### src/rtl/core/rpy_pkg.sv
// Shared types, constants and the arctangent table of the roll/pitch/yaw core.
`timescale 1ns / 1ps

package rpy_pkg;

    localparam int ROT_W     = 16;
    localparam int TRANS_W   = 32;
    localparam int TOL_W     = 15;
    localparam int ANG_W     = 16;
    localparam int PITCH_W   = 15;
    localparam int CFG_IDX_W = 2;
    localparam int S_DATA_W  = 9 * ROT_W + 3 * TRANS_W;
    localparam int M_DATA_W  = 144;

    localparam int CORDIC_STAGES = 16;
    localparam int ATAN_LEN      = 24;
    localparam int CORDIC_ITERS  = (CORDIC_STAGES < ATAN_LEN) ? CORDIC_STAGES : ATAN_LEN;
    localparam int CW            = 34;
    localparam int ZW            = 28;

    localparam int RAD_W     = 57;
    localparam int ROOT_W    = 29;
    localparam int ISQ_W     = 58;
    localparam int ISQ_STEPS = 29;

    localparam int PREP_LAT = 3;
    localparam int RIG_LAT  = 6;
    localparam int COR_LAT  = CORDIC_ITERS + 2;
    localparam int CORE_LAT = PREP_LAT + ISQ_STEPS + COR_LAT;

    localparam int HALF_PI_Q24 = 26353589;
    localparam int PI_Q13      = 25736;
    localparam int HALF_PI_Q13 = 12868;
    localparam int ONE_Q14     = 16384;

    localparam logic [CFG_IDX_W-1:0] REG_DET_TOL    = 2'd0;
    localparam logic [CFG_IDX_W-1:0] REG_ORTHO_TOL  = 2'd1;
    localparam logic [CFG_IDX_W-1:0] REG_GIMBAL_THR = 2'd2;

    typedef logic signed [ROT_W-1:0] rot_word_t;
    typedef logic signed [CW-1:0]    cvec_t;
    typedef logic signed [ZW-1:0]    angle_acc_t;

    typedef struct packed {
        logic [TOL_W-1:0] det_tol;
        logic [TOL_W-1:0] ortho_tol;
    } rig_cfg_t;

    typedef struct packed {
        logic signed [ROT_W-1:0] pitch_s;
        logic signed [ROT_W:0]   roll_y;
        logic signed [ROT_W:0]   roll_x;
        logic signed [ROT_W:0]   yaw_y;
        logic signed [ROT_W:0]   yaw_x;
        logic                    gimbal;
    } side_t;

    // arctangent of 2^-i in Q4.24
    function automatic angle_acc_t atan_entry(input int idx);
        angle_acc_t val;
        unique case (idx)
            0:       val = 28'sd13176795;
            1:       val = 28'sd7778716;
            2:       val = 28'sd4110060;
            3:       val = 28'sd2086331;
            4:       val = 28'sd1047214;
            5:       val = 28'sd524117;
            6:       val = 28'sd262123;
            7:       val = 28'sd131069;
            8:       val = 28'sd65536;
            9:       val = 28'sd32768;
            10:      val = 28'sd16384;
            11:      val = 28'sd8192;
            12:      val = 28'sd4096;
            13:      val = 28'sd2048;
            14:      val = 28'sd1024;
            15:      val = 28'sd512;
            16:      val = 28'sd256;
            17:      val = 28'sd128;
            18:      val = 28'sd64;
            19:      val = 28'sd32;
            20:      val = 28'sd16;
            21:      val = 28'sd8;
            22:      val = 28'sd4;
            23:      val = 28'sd2;
            default: val = '0;
        endcase
        return val;
    endfunction

endpackage

### src/rtl/core/rpy_cordic.sv
// Pipelined vectoring CORDIC arctangent with rounding to Q3.13.
`timescale 1ns / 1ps

module rpy_cordic (
    input  logic                             clk,
    input  logic                             en,
    input  logic                             half_lim,
    input  rpy_pkg::cvec_t                   y_in,
    input  rpy_pkg::cvec_t                   x_in,
    output logic signed [rpy_pkg::ANG_W-1:0] angle
);
    import rpy_pkg::*;

    cvec_t      x_reg [CORDIC_ITERS+1];
    cvec_t      y_reg [CORDIC_ITERS+1];
    angle_acc_t z_reg [CORDIC_ITERS+1];
    logic       zero_reg [CORDIC_ITERS+1];
    cvec_t      x_pre;
    cvec_t      y_pre;
    angle_acc_t z_pre;
    angle_acc_t z_fin;
    angle_acc_t rnd;
    angle_acc_t lim;
    logic signed [ANG_W-1:0] angle_reg;

    // fold the left half plane into the right one
    always_comb
    begin
        x_pre = x_in;
        y_pre = y_in;
        z_pre = '0;
        if (x_in[CW-1])
        begin
            if (!y_in[CW-1])
            begin
                x_pre = y_in;
                y_pre = -x_in;
                z_pre = ZW'(HALF_PI_Q24);
            end
            else
            begin
                x_pre = -y_in;
                y_pre = x_in;
                z_pre = -ZW'(HALF_PI_Q24);
            end
        end
    end

    always_ff @(posedge clk)
    begin
        if (en)
        begin
            x_reg[0]    <= x_pre;
            y_reg[0]    <= y_pre;
            z_reg[0]    <= z_pre;
            zero_reg[0] <= (x_in == '0) && (y_in == '0);
        end
    end

    for (genvar k = 1; k <= CORDIC_ITERS; k++)
    begin : g_iter
        cvec_t dx;
        cvec_t dy;
        assign dx = y_reg[k-1] >>> (k - 1);
        assign dy = x_reg[k-1] >>> (k - 1);

        always_ff @(posedge clk)
        begin
            if (en)
            begin
                zero_reg[k] <= zero_reg[k-1];
                if (!y_reg[k-1][CW-1])
                begin
                    x_reg[k] <= x_reg[k-1] + dx;
                    y_reg[k] <= y_reg[k-1] - dy;
                    z_reg[k] <= z_reg[k-1] + atan_entry(k - 1);
                end
                else
                begin
                    x_reg[k] <= x_reg[k-1] - dx;
                    y_reg[k] <= y_reg[k-1] + dy;
                    z_reg[k] <= z_reg[k-1] - atan_entry(k - 1);
                end
            end
        end
    end

    // round half up from Q4.24 to Q3.13 and clamp
    assign z_fin = zero_reg[CORDIC_ITERS] ? '0 : z_reg[CORDIC_ITERS];
    assign rnd   = (z_fin + ZW'(1024)) >>> 11;
    assign lim   = half_lim ? ZW'(HALF_PI_Q13) : ZW'(PI_Q13);

    always_ff @(posedge clk)
    begin
        if (en)
        begin
            if (rnd > lim)
            begin
                angle_reg <= lim[ANG_W-1:0];
            end
            else if (rnd < -lim)
            begin
                angle_reg <= ANG_W'(-lim);
            end
            else
            begin
                angle_reg <= rnd[ANG_W-1:0];
            end
        end
    end

    assign angle = angle_reg;

endmodule

### config.mk
export PLATFORM = sky130hd
export DESIGN_NAME = rpy_cordic
export DESIGN_NICKNAME = d
export VERILOG_FILES = /design/src/rtl/core/rpy_pkg.sv /design/src/rtl/core/rpy_cordic.sv
export SDC_FILE = /design/constraint.sdc
export NUM_CORES = 2
export LEC_CHECK = 0
export ABC_CLOCK_PERIOD_IN_PS = 5900
export BUFFER_PORTS_ARGS = -buffer_cell sky130_fd_sc_hd__buf_2
export CAP_MARGIN = 30
export CORE_MARGIN = 2
export CORE_UTILIZATION = 55
export DETAILED_ROUTE_END_ITERATION = 12
export HOLD_SLACK_MARGIN = 0.08
export PLACE_DENSITY = 0.8
export SLEW_MARGIN = 20
export SYNTH_ARGS = -nofsm -noshare
export SYNTH_HDL_FRONTEND = slang
export SYNTH_SLANG_ARGS = --single-unit
### constraint.sdc
create_clock -name clk -period 5.9 [get_ports clk]
set_input_delay 0.295 -clock clk [delete_from_list [all_inputs] [get_ports clk]]
set_output_delay 0.295 -clock clk [all_outputs]
set_load 0.03 [all_outputs]
Yosys cells after proc, flatten, opt, wreduce, memory -nomap -nowiden
Memories as Yosys holds them, arrays and structs flattened.
Cells that the tools add are included.
Storage, ports and cells
  bits in registers: 16
  memory bits (writable): 1649
  output and inout bits: 16
  memories kept: 4
Operators by class
  add/subtract/negate cells: 99
  order comparisons: 2
  multiplexer cells: 156
  bitwise gates (word level): 48
  reduce and logical (&&, ||, !) cells: 3
Memories
  x_reg: words 17, width 34, read ports 16, clocked after Yosys merged registers in 0, write ports 17, line rpy_cordic.sv:14  | cvec_t x_reg [CORDIC_ITERS+1];
  y_reg: words 17, width 34, read ports 16, clocked after Yosys merged registers in 0, write ports 17, line rpy_cordic.sv:15  | cvec_t y_reg [CORDIC_ITERS+1];
  z_reg: words 17, width 28, read ports 17, clocked after Yosys merged registers in 0, write ports 17, line rpy_cordic.sv:16  | angle_acc_t z_reg [CORDIC_ITERS+1];
  zero_reg: words 17, width 1, read ports 17, clocked after Yosys merged registers in 0, write ports 17, line rpy_cordic.sv:17  | logic zero_reg [CORDIC_ITERS+1];
Operators with widths (number)
  two-way mux 34 bit: 36
  two-way mux 28 bit: 19
  two-way mux 1 bit: 98
  adder 34 x 19 -> 34 bit: 2
  adder 34 x 20 -> 34 bit: 2
  adder 34 x 21 -> 34 bit: 2
  adder 34 x 22 -> 34 bit: 2
  adder 34 x 23 -> 34 bit: 2
  adder 34 x 24 -> 34 bit: 2
  adder 34 x 25 -> 34 bit: 2
  adder 34 x 26 -> 34 bit: 2
  adder 34 x 27 -> 34 bit: 2
  adder 34 x 28 -> 34 bit: 2
  adder 34 x 29 -> 34 bit: 2
  adder 34 x 30 -> 34 bit: 2
  adder 34 x 31 -> 34 bit: 2
  adder 34 x 32 -> 34 bit: 2
  adder 34 x 33 -> 34 bit: 2
  logical NOT 34 bit: 2
  negator 34 bit: 2
  subtractor 34 x 19 -> 34 bit: 2
  subtractor 34 x 20 -> 34 bit: 2
  subtractor 34 x 21 -> 34 bit: 2
  subtractor 34 x 22 -> 34 bit: 2
  other kinds (50): 113

Longest topological paths before layout
An unclocked memory read counts as a cell.
  depth in word-level cells: 6
  mapped depth: 22
  mapped depth without buffers: 21

Worst setup path before layout
No wires, ideal clock.
  kind: register -> register
  start: memory y_reg[1][6] (netlist bit)
  end: memory x_reg[2][31] (netlist bit), data pin
  arrival: 4.589 ns
  setup slack: 1.053 ns
  stages on the path, launching flop included: 18
  buffers on the path: 0
  period minus slack after synthesis: 4.847 ns
  cells stage by stage: edfxtp_1 > or4_1 > or3_1 > nand2b_1 > nor4_1 > a21oi_1 > xnor2_1 > ha_1 > and4_1 > nand2_1 > or3_1 > a2111oi_0 > o31ai_1 > a221oi_1 > nand3_1 > nand2_1 > a21oi_1 > xnor2_1
RTL lines (line)
  start, declared: rpy_cordic.sv:15
  end, declared: rpy_cordic.sv:14

==> metrics.md <==
| Metric | Value |
|---|---|
| Main combinational cell family by area after synthesis | `compound AO/OA/AOI/OAI gates` |
| First-pass GRT wire length | `just under 500 mm` |
| Clock root buffer | `clkbuf_16` |
| Initial antenna violation count | `3` |
| Synth Area in Compound Gates | `20.30%` |
| Share of layout cells above drive strength 1 | `around 4.4%` |
| PortBufs | `86` |
| Syn avg cell area | `about 9.3 µm²` |
| Number of synthesized flops with an enable pin | `~1400` |
| DR DRC count | `0` |
| Final ANT Viol Nets | `0` |
| TritonCTS clock tree | `yes` |
| Final Net Count | `between 10000 and 15000` |
| Vias | `between 90000 and 100k` |
| Max-Cap Viols | `0` |
| Hold path depth | `3` |
| Chip Width | `roughly 470 µm` |
| FF+latch count, synth | `approximately 1400` |
| Area occupied by multi-input gates | `75730 µm²` |
| Worst Path Required | `between 6000 and 7000 ps` |
| Post-Synth Adder-Cell Area | `around 14%` |
| Post-Synth Simple-Gate Area | `approximately 15%` |
| Seq. cell area | `42280 µm²` |
| CORE AREA | `219300 µm²` |
| Max reg flops | `510` |
| Sequential-to-total area share from yosys stat | `between 30% and 40%` |
| FMAX | `0.1812 GHz` |
| TritonCTS Buffers | `around 160` |
| Core Rows | `172` |
| Congestion Overflow GR | `0` |
| DRT Pass-1 Iters | `6` |
| Final hold vios | `0` |
| Fin crit period | `roughly 5500 ps` |
| Setup bufs post-CTS | `0` |
| Crit path kind | `flop to flop` |
| Vias per cell | `between 6 and 7` |
| Net Count, Synth | `about 14000` |
| H-Tree Depth | `4` |
| Skew-Pair Late Insertion Delay | `between 800 and 900 ps` |
| Area Overhead vs Synth | `8.569%` |
| # clock sinks | `1408` |
| Max Slew Vio Count | `0` |
| R2R depth | `19` |
| Main synth FF type | `edfxtp_1` |
| Post-synthesis mux area share | `less than 1%` |
| Min-delay worst type | `primary input to flop` |
| Core Util, Final | `approximately three fifths` |
| Async S/R FF share, synth | `0%` |
| CP max FO | `7` |
| Final Cell Area | `around 130000 µm²` |
| WP data arrival | `approximately 6100 ps` |
| Max Clock Skew | `about 27 ps` |
| Reg clk slew, reported paths | `60 ps` |
| Clock tree buffer depth | `3` |
| Routed wire length | `slightly above 300 mm` |
| Vias in the first global route | `about 93000` |
| Netlist cell types | `95` |
| Placer congestion estimate | `between 0.9 and 1` |
| Yosys warning count | `0` |
| Average wire per standard cell | `19.10 µm` |
| DP HPWL | `about 240 mm` |
| Run status | `finished clean` |
| Die area | `224000 µm²` |
| Initial Util | `55.24%` |
| DP Area | `125000 µm²` |
| Unrepaired setup endpoints after global routing | `no` |
| Ports | `87` |
| Mapped cell area | `approximately 120000 µm²` |
| Slew margin rel. | `around 27%` |
| Share of the clock period used by the worst path | `between 90% and 100%` |
| Worst Tran Pin Value | `between 1000 and 1500 ps` |
| Worst Setup End Kind | `flop` |
| Die height | `roughly 470 µm` |
| Initial DRC count | `between 9000 and 10000` |
| Mapped Cells | `12970` |
| Largest net degree at the start of global routing | `~180` |
| Final TNS setup | `0 ps` |
| CP Launch Type | `flop` |
| Total track usage | `a little over a quarter` |
| Fillers | `around 18000` |
| Final setup fails | `0` |
| XOR/XNOR Fraction of Synth Area | `about 13%` |
-- path summary, 6_finish.rpt --
path	slack, ps	to	startpoint
worst max-delay path	380	x_reg[2][31]$_DFFE_PP_	y_reg[1][4]$_DFFE_PP_
worst min-delay path	260	z_reg[0][24]$_SDFFCE_PN0P_	y_in[33]
worst max register to register	380	x_reg[2][31]$_DFFE_PP_	y_reg[1][4]$_DFFE_PP_
worst min register to register	410	z_reg[11][10]$_DFFE_PP_	z_reg[10][10]$_DFFE_PP_
-- worst max-delay path, cell delays in order (launching register included) --
cell,delay (ps)
edfxtp_1,480
or4_1,560
or3_1,410
nand2b_1,250
nor4_1,280
buf_4,190
nor2_1,50
xnor2_1,130
ha_1,410
and4_1,260
nand2_1,90
or3_1,370
a2111oi_1,570
buf_4,210
o31ai_1,110
a221oi_1,470
nand3_1,130
nand2_1,90
a21oi_1,80
xnor2_1,130
-- cell families after synthesis --
logic type,count (synthesis)
mux,72
xor+xnor,1743
compound gates,3870
buf+inv,837
flops,1408
fa+ha+maj,1366
simple gates,3669
-- cells in the mapped netlist, types with 37 or more instances --
| master | number | area share (%) |
|---|---|---|
| xnor2_1 | 1131 | 8.2 |
| fa_1 | 43 | 0.71 |
| a31o_2 | 43 | 0.31 |
| xor2_1 | 612 | 4.4 |
| a211o_1 | 42 | 0.30 |
| nand3_1 | 212 | 0.88 |
| a21o_1 | 498 | 3.1 |
| nand4_1 | 104 | 0.54 |
| mux2i_1 | 48 | 0.40 |
| o21ai_1 | 264 | 1.1 |
| inv_1 | 567 | 1.8 |
| o31ai_1 | 149 | 0.92 |
| nand2b_1 | 196 | 1.0 |
| ha_1 | 1323 | 14 |
| clkbuf_1 | 226 | 0.70 |
| nor2_1 | 1144 | 3.5 |
| a31oi_1 | 113 | 0.58 |
| nand2_1 | 819 | 2.5 |
| a211oi_1 | 117 | 0.73 |
| nor2b_1 | 169 | 0.87 |
| a21oi_1 | 1250 | 5.2 |
| or4_1 | 57 | 0.35 |
| o211ai_1 | 48 | 0.30 |
| a221oi_1 | 41 | 0.30 |
| a2111oi_0 | 46 | 0.33 |
| o21a_1 | 174 | 1.1 |
| edfxtp_1 | 1408 | 35 |
| and2_1 | 67 | 0.35 |
| o21bai_1 | 146 | 0.90 |
| nor3_1 | 366 | 1.5 |
| nor4_1 | 101 | 0.52 |
| o41ai_1 | 82 | 0.59 |
| o21ai_0 | 521 | 2.2 |
| or2_2 | 37 | 0.19 |
| and3_1 | 118 | 0.61 |
| or3_1 | 118 | 0.61 |
-- stage by stage --
stage | cells | hold slack (ps) | setup WS, ps
final | 16180 | 258.2 | 382.7
after global routing | 16180 | 245.3 | 40.91
after CTS | 16170 | 176.9 | 407.5
after detailed placement | 15770 | 404.5 | 422.7
after global placement | 15770 | 400.7 | 520.0
after floorplan | 12970 | 393.9 | 1053
-- layer usage --
metal,share of wire (%),up-vias,track usage [%]
met4,4.3,2,11.05
li1,-,48560,-
met3,6.1,672,3.640
met5,0.0065,-,0
met1,42,46490,34.46
met2,47,3085,45.21
-- cell usage in the layout, fill, tap and decap left out, types with 149 or more instances in the layout --
master / count
o31ai_1: 149
a21o_1: 498
xor2_1: 612
o21ai_0: 521
ha_1: 1323
edfxtp_1: 1408
o21ai_1: 264
nor2b_1: 169
nor3_1: 366
nand2b_1: 196
o21a_1: 174
nand2_1: 814
xnor2_1: 1131
clkbuf_16: 160
inv_1: 566
nand3_1: 212
a21oi_1: 1250
nor2_1: 1144
-- repair_timing --
item,in CTS,in global routing
resized for setup,0,1
endpoints found under the hold margin,105,0
endpoints found under the setup margin,0,2
hold buffers,117,0
-- cell type report --
| type | count | area share (%) |
|---|---|---|
| diodes | 4 | 0.007611 |
| multi-input cells | 10720 | 57.58 |
| inverters | 583 | 1.664 |
| flip-flops and latches | 1408 | 32.15 |
| clock inverters | 113 | 0.8733 |
| clock buffers | 175 | 3.087 |
| well taps | 2871 | 2.731 |
| repair buffers | 309 | 1.908 |
Power is left out: the tool's default activity adds up to more than one toggle a clock period on the data nets, which glitch-free logic cannot reach.
